## config.mk

```make
export PLATFORM = sky130hd
export DESIGN_NAME = display_list_bitplane_video
export DESIGN_NICKNAME = d
export VERILOG_FILES = /design/src/hw/rtl/dlbv_pkg.sv /design/src/hw/rtl/display_list_bitplane_video.sv /design/src/hw/rtl/dlbv_palette_ram.sv
export SDC_FILE = /design/constraint.sdc
export NUM_CORES = 1
export LEC_CHECK = 0
export BUFFER_PORTS_ARGS = -buffer_cell sky130_fd_sc_hd__clkbuf_2
export CELL_PAD_IN_SITES_DETAIL_PLACEMENT = 1
export CELL_PAD_IN_SITES_GLOBAL_PLACEMENT = 1
export CORE_AREA = 2 2 231 233
export CTS_CLUSTER_DIAMETER = 100
export DETAILED_ROUTE_END_ITERATION = 7
export DIE_AREA = 0 0 233 235
export PLACE_DENSITY_LB_ADDON = 0.1
export SLEW_MARGIN = 20
export SYNTH_ARGS = -nofsm -noshare
export SYNTH_HDL_FRONTEND = slang
export SYNTH_SLANG_ARGS = --single-unit
```

## constraint.sdc

```tcl
create_clock -name clock -period 10.5 [get_ports clock]
set_input_delay 0 -clock clock [delete_from_list [all_inputs] [get_ports clock]]
set_output_delay 0 -clock clock [all_outputs]
set_load 0.02 [all_outputs]
```

## src/hw/rtl/dlbv_pkg.sv

```systemverilog
`timescale 1ns / 1ps
package dlbv_pkg;

   localparam int LinesPerFrame = 307;
   localparam int BlankLines    = 19;
   localparam int LinePixels    = 640;

   localparam logic [1:0] KIND_WORD  = 2'd0;
   localparam logic [1:0] KIND_PLANE = 2'd1;
   localparam logic [1:0] KIND_PIXEL = 2'd2;
   localparam logic [1:0] KIND_DONE  = 2'd3;

   localparam logic [15:0] LIST_START_RESET = 16'd184;

   typedef enum logic [5:0] {
      PH_IDLE  = 6'b000001,
      PH_TAG1  = 6'b000010,
      PH_TAG2  = 6'b000100,
      PH_BITS  = 6'b001000,
      PH_LINK  = 6'b010000,
      PH_PLANE = 6'b100000
   } phase_type;

   // Colour table: index is bank (bits 6..4) and YRGB nibble (bits 3..0).
   function automatic logic [23:0] colour_lookup(input logic [6:0] idx);
      logic       bank_r;
      logic       bank_g;
      logic       bank_b;
      logic [7:0] hi_r, hi_g, hi_b, lo_r, lo_g, lo_b;
      logic [7:0] r, g, b;
      bank_b = idx[4];
      bank_g = idx[5];
      bank_r = idx[6];
      lo_b = bank_b ? 8'h60 : 8'h80;
      hi_b = bank_b ? 8'hDF : 8'hFF;
      lo_g = bank_g ? 8'h60 : 8'h80;
      hi_g = bank_g ? 8'hDF : 8'hFF;
      lo_r = bank_r ? 8'h60 : 8'h80;
      hi_r = bank_r ? 8'hDF : 8'hFF;
      b = idx[0] ? (idx[3] ? hi_b : lo_b) : 8'h00;
      g = idx[1] ? (idx[3] ? hi_g : lo_g) : 8'h00;
      r = idx[2] ? (idx[3] ? hi_r : lo_r) : 8'h00;
      return {r, g, b};
   endfunction

   typedef struct packed {
      logic        valid;
      logic [1:0]  kind;
      logic [15:0] address;
      logic [23:0] rgb;
      logic [3:0]  rep;
      logic [8:0]  row;
      logic        last;
   } result_type;

endpackage

```

## src/hw/rtl/display_list_bitplane_video.sv

```systemverilog
`timescale 1ns / 1ps
// Channel | direction | ports
// req     | in        | req_valid/req_ready, req_type, word_data, plane0..2_byte
// rsp     | out       | rsp_valid/rsp_ready, kind, address, pixel_rgb, repeat_res, row, last
// csr     | in        | csr_we, csr_wdata (list_start)
//
// A word reply gives one result word in the cycle after it is taken, so word
// replies can be taken on every cycle while rsp is not stalled and no rebuild
// runs. A plane reply gives eight pixel runs; each run needs a palette read and
// then an output cycle, one run after the other, and the read or line-end word
// follows. No word is taken until the runs are done. The current palette sits
// in an eight-entry memory; after the second tag and after a frame start it is
// rebuilt one entry per cycle, while no word is taken. Reset is synchronous and
// clears control state; a stalled rsp holds the output, new words and runs, but not a rebuild.
module display_list_bitplane_video (
   input  logic        clock,
   input  logic        reset,
   input  logic        req_valid,
   output logic        req_ready,
   input  logic        req_type,
   input  logic [15:0] word_data,
   input  logic [7:0]  plane0_byte,
   input  logic [7:0]  plane1_byte,
   input  logic [7:0]  plane2_byte,
   output logic        rsp_valid,
   input  logic        rsp_ready,
   output logic [1:0]  kind,
   output logic [15:0] address,
   output logic [23:0] pixel_rgb,
   output logic [3:0]  repeat_res,
   output logic [8:0]  row,
   output logic        last,
   input  logic        csr_we,
   input  logic [15:0] csr_wdata
);
   logic [15:0] list_start_ff;
   dlbv_pkg::phase_type phase_ff, phase_in;
   logic [8:0]  line_ff, line_in;
   logic [15:0] list_ff, list_in, bmap_ff, bmap_in, tag1_ff, tag1_in;
   logic        size_ff, size_in, typ_ff, typ_in;
   logic [31:0] palw_ff, palw_in;
   logic [3:0]  scale_ff, scale_in, ccol_ff, ccol_in;
   logic [6:0]  bank_ff, bank_in;
   logic        ctype_ff, ctype_in, con_ff, con_in;
   logic [7:0]  cpos_ff, cpos_in;
   logic [2:0]  cbit_ff, cbit_in;
   logic [10:0] left_ff, left_in;
   logic [9:0]  bpos_ff, bpos_in;

   // Pixel burst: eight runs of a plane word.
   logic        burst_ff, burst_in;
   logic [3:0]  bidx_ff, bidx_in;
   logic [7:0]  p0_ff, p0_in, p1_ff, p1_in, p2_ff, p2_in;
   // Palette rebuild sweep.
   logic        rebuild_ff, rebuild_in;
   logic [3:0]  ridx_ff, ridx_in;

   dlbv_pkg::result_type out_ff, out_in;

   logic        take, can_load, fire;
   logic        pwe;
   logic [2:0]  pwa, pra;
   logic [23:0] pwd, prd;
   logic        look_ff, look_in;
   logic        lkcur_ff, lkcur_in;
   logic [23:0] lkrgb_ff, lkrgb_in;
   logic [3:0]  lkrep_ff, lkrep_in;

   dlbv_palette_ram u_pal (
      .clock(clock), .wr_en(pwe), .wr_addr(pwa), .wr_data(pwd),
      .rd_addr(pra), .rd_data(prd)
   );

   assign can_load = !out_ff.valid || rsp_ready;
   assign req_ready = !burst_ff && !rebuild_ff && !look_ff && can_load;
   assign take = req_valid && req_ready;

   assign rsp_valid  = out_ff.valid;
   assign kind       = out_ff.kind;
   assign address    = out_ff.address;
   assign pixel_rgb  = out_ff.rgb;
   assign repeat_res = out_ff.rep;
   assign row        = out_ff.row;
   assign last       = out_ff.last;

   always_ff @(posedge clock) begin
      if (reset) begin
         list_start_ff <= dlbv_pkg::LIST_START_RESET;
      end else if (csr_we) begin
         list_start_ff <= csr_wdata;
      end
   end

   always_comb begin
      logic [1:0]  e;
      logic [2:0]  v;
      logic [10:0] rep;
      logic        hit;
      logic [8:0]  nline;
      phase_in = phase_ff; line_in = line_ff; list_in = list_ff; bmap_in = bmap_ff;
      tag1_in = tag1_ff; size_in = size_ff; typ_in = typ_ff; palw_in = palw_ff;
      scale_in = scale_ff; ccol_in = ccol_ff; bank_in = bank_ff; ctype_in = ctype_ff;
      con_in = con_ff; cpos_in = cpos_ff; cbit_in = cbit_ff; left_in = left_ff;
      bpos_in = bpos_ff; burst_in = burst_ff; bidx_in = bidx_ff;
      p0_in = p0_ff; p1_in = p1_ff; p2_in = p2_ff;
      rebuild_in = rebuild_ff; ridx_in = ridx_ff;
      out_in = out_ff;
      look_in = 1'b0; lkcur_in = lkcur_ff; lkrgb_in = lkrgb_ff;
      lkrep_in = lkrep_ff;
      pwe = 1'b0; pwa = ridx_ff[2:0];
      pwd = dlbv_pkg::colour_lookup(bank_ff | {3'd0, palw_ff[{ridx_ff[2:0], 2'b00} +: 4]});
      pra = 3'd0;
      e = 2'd0; v = 3'd0; rep = 11'd0; hit = 1'b0; nline = line_ff + 9'd1;
      fire = 1'b0;
      if (out_ff.valid && rsp_ready) out_in.valid = 1'b0;

      if (rebuild_ff) begin
         pwe = 1'b1;
         ridx_in = ridx_ff + 4'd1;
         if (ridx_ff == 4'd7) rebuild_in = 1'b0;
      end

      // Result word after a palette read.
      if (look_ff) begin
         out_in = '{valid: 1'b1, kind: dlbv_pkg::KIND_PIXEL, address: bmap_ff,
                    rgb: lkcur_ff ? lkrgb_ff : prd, rep: lkrep_ff,
                    row: line_ff - 9'(dlbv_pkg::BlankLines), last: 1'b0};
      end else if (burst_ff && can_load) begin
         if (bidx_ff == 4'd8) begin
            burst_in = 1'b0;
            if (left_ff == 11'd0) begin
               fire = 1'b1;
            end else begin
               bmap_in = bmap_ff + 16'd1;
               bpos_in = bpos_ff + 10'd1;
               out_in = '{valid: 1'b1, kind: dlbv_pkg::KIND_PLANE, address: bmap_ff + 16'd1,
                          rgb: 24'd0, rep: 4'd0, row: 9'd0, last: 1'b1};
            end
         end else begin
            v = {p2_ff[bidx_ff[2:0]], p1_ff[bidx_ff[2:0]], p0_ff[bidx_ff[2:0]]};
            hit = con_ff && !cpos_ff[7] && (bpos_ff == {3'd0, cpos_ff[6:0]}) &&
                  (!ctype_ff || bidx_ff[2:0] == cbit_ff);
            pra = v;
            rep = ({7'd0, scale_ff} < left_ff) ? {7'd0, scale_ff} : left_ff;
            left_in = left_ff - rep;
            look_in = 1'b1;
            lkcur_in = hit;
            lkrgb_in = dlbv_pkg::colour_lookup({3'd0, ccol_ff});
            lkrep_in = rep[3:0];
            bidx_in = bidx_ff + 4'd1;
         end
      end

      if (take) begin
         if (!req_type) begin
            line_in = 9'd0; list_in = list_start_ff; bmap_in = 16'd0; size_in = 1'b0;
            typ_in = 1'b0; tag1_in = 16'd0; palw_in = 32'd0; scale_in = 4'd1;
            bank_in = 7'd0; ccol_in = 4'd0; ctype_in = 1'b0; cpos_in = 8'h80;
            cbit_in = 3'd0; con_in = 1'b0; left_in = 11'(dlbv_pkg::LinePixels);
            bpos_in = 10'd0;
            rebuild_in = 1'b1; ridx_in = 4'd0;
            out_in = '{valid: 1'b1, kind: dlbv_pkg::KIND_WORD, address: list_start_ff,
                       rgb: 24'd0, rep: 4'd0, row: 9'd0, last: 1'b1};
            list_in = list_start_ff + 16'd2;
            phase_in = dlbv_pkg::PH_BITS;
         end else begin
            unique case (phase_ff)
               dlbv_pkg::PH_TAG1: begin
                  tag1_in = word_data;
                  out_in = '{valid: 1'b1, kind: dlbv_pkg::KIND_WORD, address: list_ff,
                             rgb: 24'd0, rep: 4'd0, row: 9'd0, last: 1'b1};
                  list_in = list_ff + 16'd2;
                  phase_in = dlbv_pkg::PH_TAG2;
               end
               dlbv_pkg::PH_TAG2: begin
                  if (typ_ff) begin
                     palw_in = {word_data, tag1_ff};
                  end else begin
                     e = word_data[5:4];
                     bank_in = {~word_data[2:0], 4'd0};
                     ccol_in = tag1_ff[3:0];
                     ctype_in = tag1_ff[4];
                     cpos_in = {1'b0, 7'(tag1_ff[15:8] >> e)};
                     cbit_in = tag1_ff[7:5];
                     scale_in = 4'd1 << e;
                  end
                  rebuild_in = 1'b1; ridx_in = 4'd0;
                  out_in = '{valid: 1'b1, kind: dlbv_pkg::KIND_WORD, address: list_ff,
                             rgb: 24'd0, rep: 4'd0, row: 9'd0, last: 1'b1};
                  list_in = list_ff + 16'd2;
                  phase_in = dlbv_pkg::PH_BITS;
               end
               dlbv_pkg::PH_BITS: begin
                  bmap_in = word_data;
                  out_in = '{valid: 1'b1, kind: dlbv_pkg::KIND_WORD, address: list_ff,
                             rgb: 24'd0, rep: 4'd0, row: 9'd0, last: 1'b1};
                  phase_in = dlbv_pkg::PH_LINK;
               end
               dlbv_pkg::PH_LINK: begin
                  size_in = word_data[1];
                  if (word_data[1]) begin
                     list_in = {word_data[15:3], 3'd0};
                     typ_in = word_data[2];
                  end else begin
                     list_in = {word_data[15:2], 2'd0};
                  end
                  if (word_data[0]) con_in = ~con_ff;
                  if (line_ff < 9'(dlbv_pkg::BlankLines)) begin
                     fire = 1'b1;
                  end else begin
                     left_in = 11'(dlbv_pkg::LinePixels);
                     bpos_in = 10'd0;
                     out_in = '{valid: 1'b1, kind: dlbv_pkg::KIND_PLANE, address: bmap_ff,
                                rgb: 24'd0, rep: 4'd0, row: 9'd0, last: 1'b1};
                     phase_in = dlbv_pkg::PH_PLANE;
                  end
               end
               dlbv_pkg::PH_PLANE: begin
                  p0_in = plane0_byte; p1_in = plane1_byte; p2_in = plane2_byte;
                  burst_in = 1'b1; bidx_in = 4'd0;
               end
               default: ;
            endcase
         end
      end

      // Line end: next line or frame done. list_in already holds the link target.
      if (fire) begin
         line_in = nline;
         if (nline >= 9'(dlbv_pkg::LinesPerFrame)) begin
            out_in = '{valid: 1'b1, kind: dlbv_pkg::KIND_DONE, address: 16'd0,
                       rgb: 24'd0, rep: 4'd0, row: 9'd0, last: 1'b1};
            phase_in = dlbv_pkg::PH_IDLE;
         end else begin
            out_in = '{valid: 1'b1, kind: dlbv_pkg::KIND_WORD, address: list_in,
                       rgb: 24'd0, rep: 4'd0, row: 9'd0, last: 1'b1};
            list_in = list_in + 16'd2;
            phase_in = (take ? size_in : size_ff) ? dlbv_pkg::PH_TAG1 : dlbv_pkg::PH_BITS;
         end
      end
   end

   always_ff @(posedge clock) begin
      if (reset) begin
         phase_ff <= dlbv_pkg::PH_IDLE;
         burst_ff <= 1'b0;
         rebuild_ff <= 1'b0;
         look_ff <= 1'b0;
         out_ff.valid <= 1'b0;
      end else begin
         phase_ff <= phase_in;
         burst_ff <= burst_in;
         rebuild_ff <= rebuild_in;
         look_ff <= look_in;
         out_ff <= out_in;
      end
   end

   always_ff @(posedge clock) begin
      line_ff <= line_in; list_ff <= list_in; bmap_ff <= bmap_in; tag1_ff <= tag1_in;
      size_ff <= size_in; typ_ff <= typ_in; palw_ff <= palw_in; scale_ff <= scale_in;
      ccol_ff <= ccol_in; bank_ff <= bank_in; ctype_ff <= ctype_in; con_ff <= con_in;
      cpos_ff <= cpos_in; cbit_ff <= cbit_in; left_ff <= left_in; bpos_ff <= bpos_in;
      bidx_ff <= bidx_in; p0_ff <= p0_in; p1_ff <= p1_in; p2_ff <= p2_in;
      ridx_ff <= ridx_in; lkcur_ff <= lkcur_in; lkrgb_ff <= lkrgb_in;
      lkrep_ff <= lkrep_in;
   end
endmodule

```

## src/hw/rtl/dlbv_palette_ram.sv

```systemverilog
`timescale 1ns / 1ps
// Eight-entry palette store with a synchronous read port.
module dlbv_palette_ram (
   input  logic        clock,
   input  logic        wr_en,
   input  logic [2:0]  wr_addr,
   input  logic [23:0] wr_data,
   input  logic [2:0]  rd_addr,
   output logic [23:0] rd_data
);
   logic [23:0] mem [8];

   always_ff @(posedge clock) begin
      if (wr_en) begin
         mem[wr_addr] <= wr_data;
      end
   end

   always_ff @(posedge clock) begin
      rd_data <= mem[rd_addr];
   end
endmodule

```

==> impl_metrics.env <==
export IMPL_wl_per_cell_um=23.47
export IMPL_drt_pass1_iterations=5
export IMPL_crit_path_max_fanout=6
export IMPL_ys_seq_area_share_pct=55.92
export IMPL_syn_area_um2=18040
export IMPL_coreArea_um2=52240
export IMPL_vias=13450
export IMPL_ys_ff_latch=369
export IMPL_n_antenna_cell=0
export IMPL_gp_congestion=0.8581
export IMPL_power_leakage_nw=7.643
export IMPL_cts_repair_resized=0
export IMPL_finalHoldViolations=0
export IMPL_grt_start_max_net_pins=73
export IMPL_finalSetupTns_ps=0
export IMPL_synthFlopType="edfxtp_1"
export IMPL_clkLatencyLatePin_ps=580
export IMPL_drc=0
export IMPL_routed_wl_mm=58.39
export IMPL_maxCapViolations=0
export IMPL_yosysMostFrequentCell="edfxtp_1"
export IMPL_final_seq_area_um2=10090
export IMPL_layout_drive_gt1_share_pct=14.72
export IMPL_reg2regPathDepth=12
export IMPL_worstMarginPinSlew_ps=1143
export IMPL_post_cts_buffers=0
export IMPL_routed_via_density=5.406
export IMPL_fill_cells=5667
export IMPL_cp_data_required_time_ps=10940
export IMPL_yosys_area_top_type="edfxtp_1"
export IMPL_fmax_mhz=255.7
export IMPL_setup_viol=0
export IMPL_cts_htree_levels=2
export IMPL_syn_avg_cell_area_um2=11.06
export IMPL_rows=84
export IMPL_slew_headroom_pct=23.54
export IMPL_yosys_top_cells_area="edfxtp_1 45%, dfxtp_1 11%, nor2_1 3.7%"
export IMPL_antenna_found_initial=0
export IMPL_cts_tree="yes"
export IMPL_die_area_um2=54760
export IMPL_fin_worst_skew_ps=28.13
export IMPL_criticalPathCategory="flop to flop"
export IMPL_stdcell_area_um2=21210
export IMPL_antenna_left=0
export IMPL_die_y_um=235
export IMPL_place_port_buffers=119
export IMPL_hold_depth=2
export IMPL_period_needed_ps=3911
export IMPL_post_route_period_util_pct=37.24
export IMPL_synthArstFlopShare_pct=0
export IMPL_initial_utilization_pct=34.54
export IMPL_slowest_delay_ps=890
export IMPL_io_pins=120
export IMPL_cp_start_kind="flop"
export IMPL_cts_hold_buf=56
export IMPL_cts_made_buffers=42
export IMPL_clock_sinks=369
export IMPL_power_mw=3.821
export IMPL_clockBufferDepth=3
export IMPL_status="completed"
export IMPL_max_vdd_ir_drop_mv=0.1055
export IMPL_synth_distinct_cells=87
export IMPL_nets=1853
export IMPL_multi_input_area_um2=7413
export IMPL_areaGrowthSynthToFinish_pct=17.54
export IMPL_synth_top_area_share_pct=44.94
export IMPL_crit_slowest_cell="a2111oi_0"
export IMPL_grt_use_total_pct=21.51
export IMPL_synth_cells=1631
export IMPL_grt_overflow=0
export IMPL_yosys_warnings=0
export IMPL_slew_violations=0
export IMPL_cts_root_buf="clkbuf_16"
export IMPL_grt_pass1_wl_mm=89.35
export IMPL_rsz0062_at_grt="false"
export IMPL_place_hpwl_mm=40.04
export IMPL_min_path_type="primary input to flop"
export IMPL_synth_edf_count=270
export IMPL_power_density_nw_per_um2=180.2
export IMPL_die_width_um=233
export IMPL_cp_arrival_ps=4350
export IMPL_crit_chain="nor4_1 > nand2_1 > nor2_1 > mux2_2 > ha_1 > inv_1 > fa_1 > a21o_1 > a2111oi_0 > nand2_1 > xor2_1 > nor2_1"
export IMPL_synth_fp_nets=1718
export IMPL_drt_iter0_markers=901
export IMPL_path_clk_slew_ps=60
export IMPL_first_global_vias=13870
export IMPL_synth_common_cells="270 x edfxtp_1, 178 x nor2_1, 120 x nand2_1"
export IMPL_place_area_um2=19280
export IMPL_crit_path_end_kind="flop"
-- kinds of logic after synthesis --
group	Yosys count	share of synthesized area (%)
fa+ha+maj	25	1.775
compound gates	350	13.04
buf+inv	145	3.273
mux	88	6.096
flops	369	55.92
xor+xnor	80	3.925
simple gates	574	15.97
-- routing by layer --
metal  wire, um  share of wire [%]  global-route usage, %  vias up
li1           -                  -                      -     6302
met1      27590                 47                  30.62     6745
met2      26730                 46                  34.22      327
met3       2898                5.0                  3.459       75
met4       1173                2.0                  5.115        0
met5          0                  0                      0        -
-- stage by stage --
step / util [%] / instances / hold slack (ps) / setup slack [ps]
2_1_floorplan: - / 1631 / 98.87 / 6994
3_3_place_gp: 36.91 / 2353 / 178.1 / 6630
3_5_place_dp: 36.91 / 2353 / 179.3 / 6618
4_1_cts: 40.55 / 2487 / 1.969 / 6571
5_1_grt: 40.60 / 2488 / 45.74 / 6199
6_report: 40.60 / 2488 / 10.73 / 6589
-- flip-flops by register name, summed over array words and instances (netlist names), 11 cells and up, named ones only --
signal / count
list_ff: 16
palw_ff: 32
u_pal.rd_data: 12
left_ff: 11
tag1_ff: 16
address: 16
u_pal.mem: 96
bmap_ff: 16
list_start_ff: 16
pixel_rgb: 24
-- worst max-delay path, delay by kind of cell, from the launching register on --
kind / cells / cell delay (ps)
and+or+nand+nor: 5 / 1330
AOI/OAI and AO/OA: 2 / 1080
adders and majority gates: 2 / 530
DFF: 1 / 360
muxes: 1 / 250
xor gates and xnor gates: 1 / 170
buffers and inverters: 1 / 60
-- final cells by class --
class                   count  area share (%)
clock buffers              66           5.953
flip-flops and latches    369           47.58
multi-input cells        1117           34.96
clock inverters            12          0.3658
inverters                  35          0.6195
repair buffers            201           6.466
well taps                 688           4.059
-- power by group --
part,switching [mW],internal [mW]
Combinational,0.342,0.203
Sequential,0.115,1.72
Clock,0.609,0.829
Total,1.07,2.76
-- worst paths after layout --
path | slack, ps | from | to
worst min-delay path | 10 | reset | burst_ff$_SDFF_PP0_
worst min register to register | 470 | ccol_ff[2]$_SDFFCE_PN0P_ | lkrgb_ff[23]$_SDFFCE_PN0P_
worst max-delay path | 6590 | left_ff[6]$_DFF_P_ | left_ff[10]$_DFF_P_
worst max register to register | 6590 | left_ff[6]$_DFF_P_ | left_ff[10]$_DFF_P_
-- cell usage in the layout, fill, tap and decap left out, drive strengths merged, types with 7 or more instances in the layout --
cell and count:
a211oi 49, a21o 16, a21oi 102, a221oi 13
a22oi 8, a31oi 17, and2 50, and3 25
and4 7, buf 26, clkbuf 185, clkinv 10
dfxtp 99, dlygate4sd3 56, edfxtp 270, ha 24
inv 37, mux2i 66, mux4 17, nand2 121
nand2b 11, nand3 59, nand4 14, nor2 179
nor2b 42, nor3 23, nor4 15, o211ai 10
o21a 7, o21ai 56, o221ai 10, o22ai 12
or3 8, xnor2 36, xor2 44
Power figures use the tool's default switching activity.
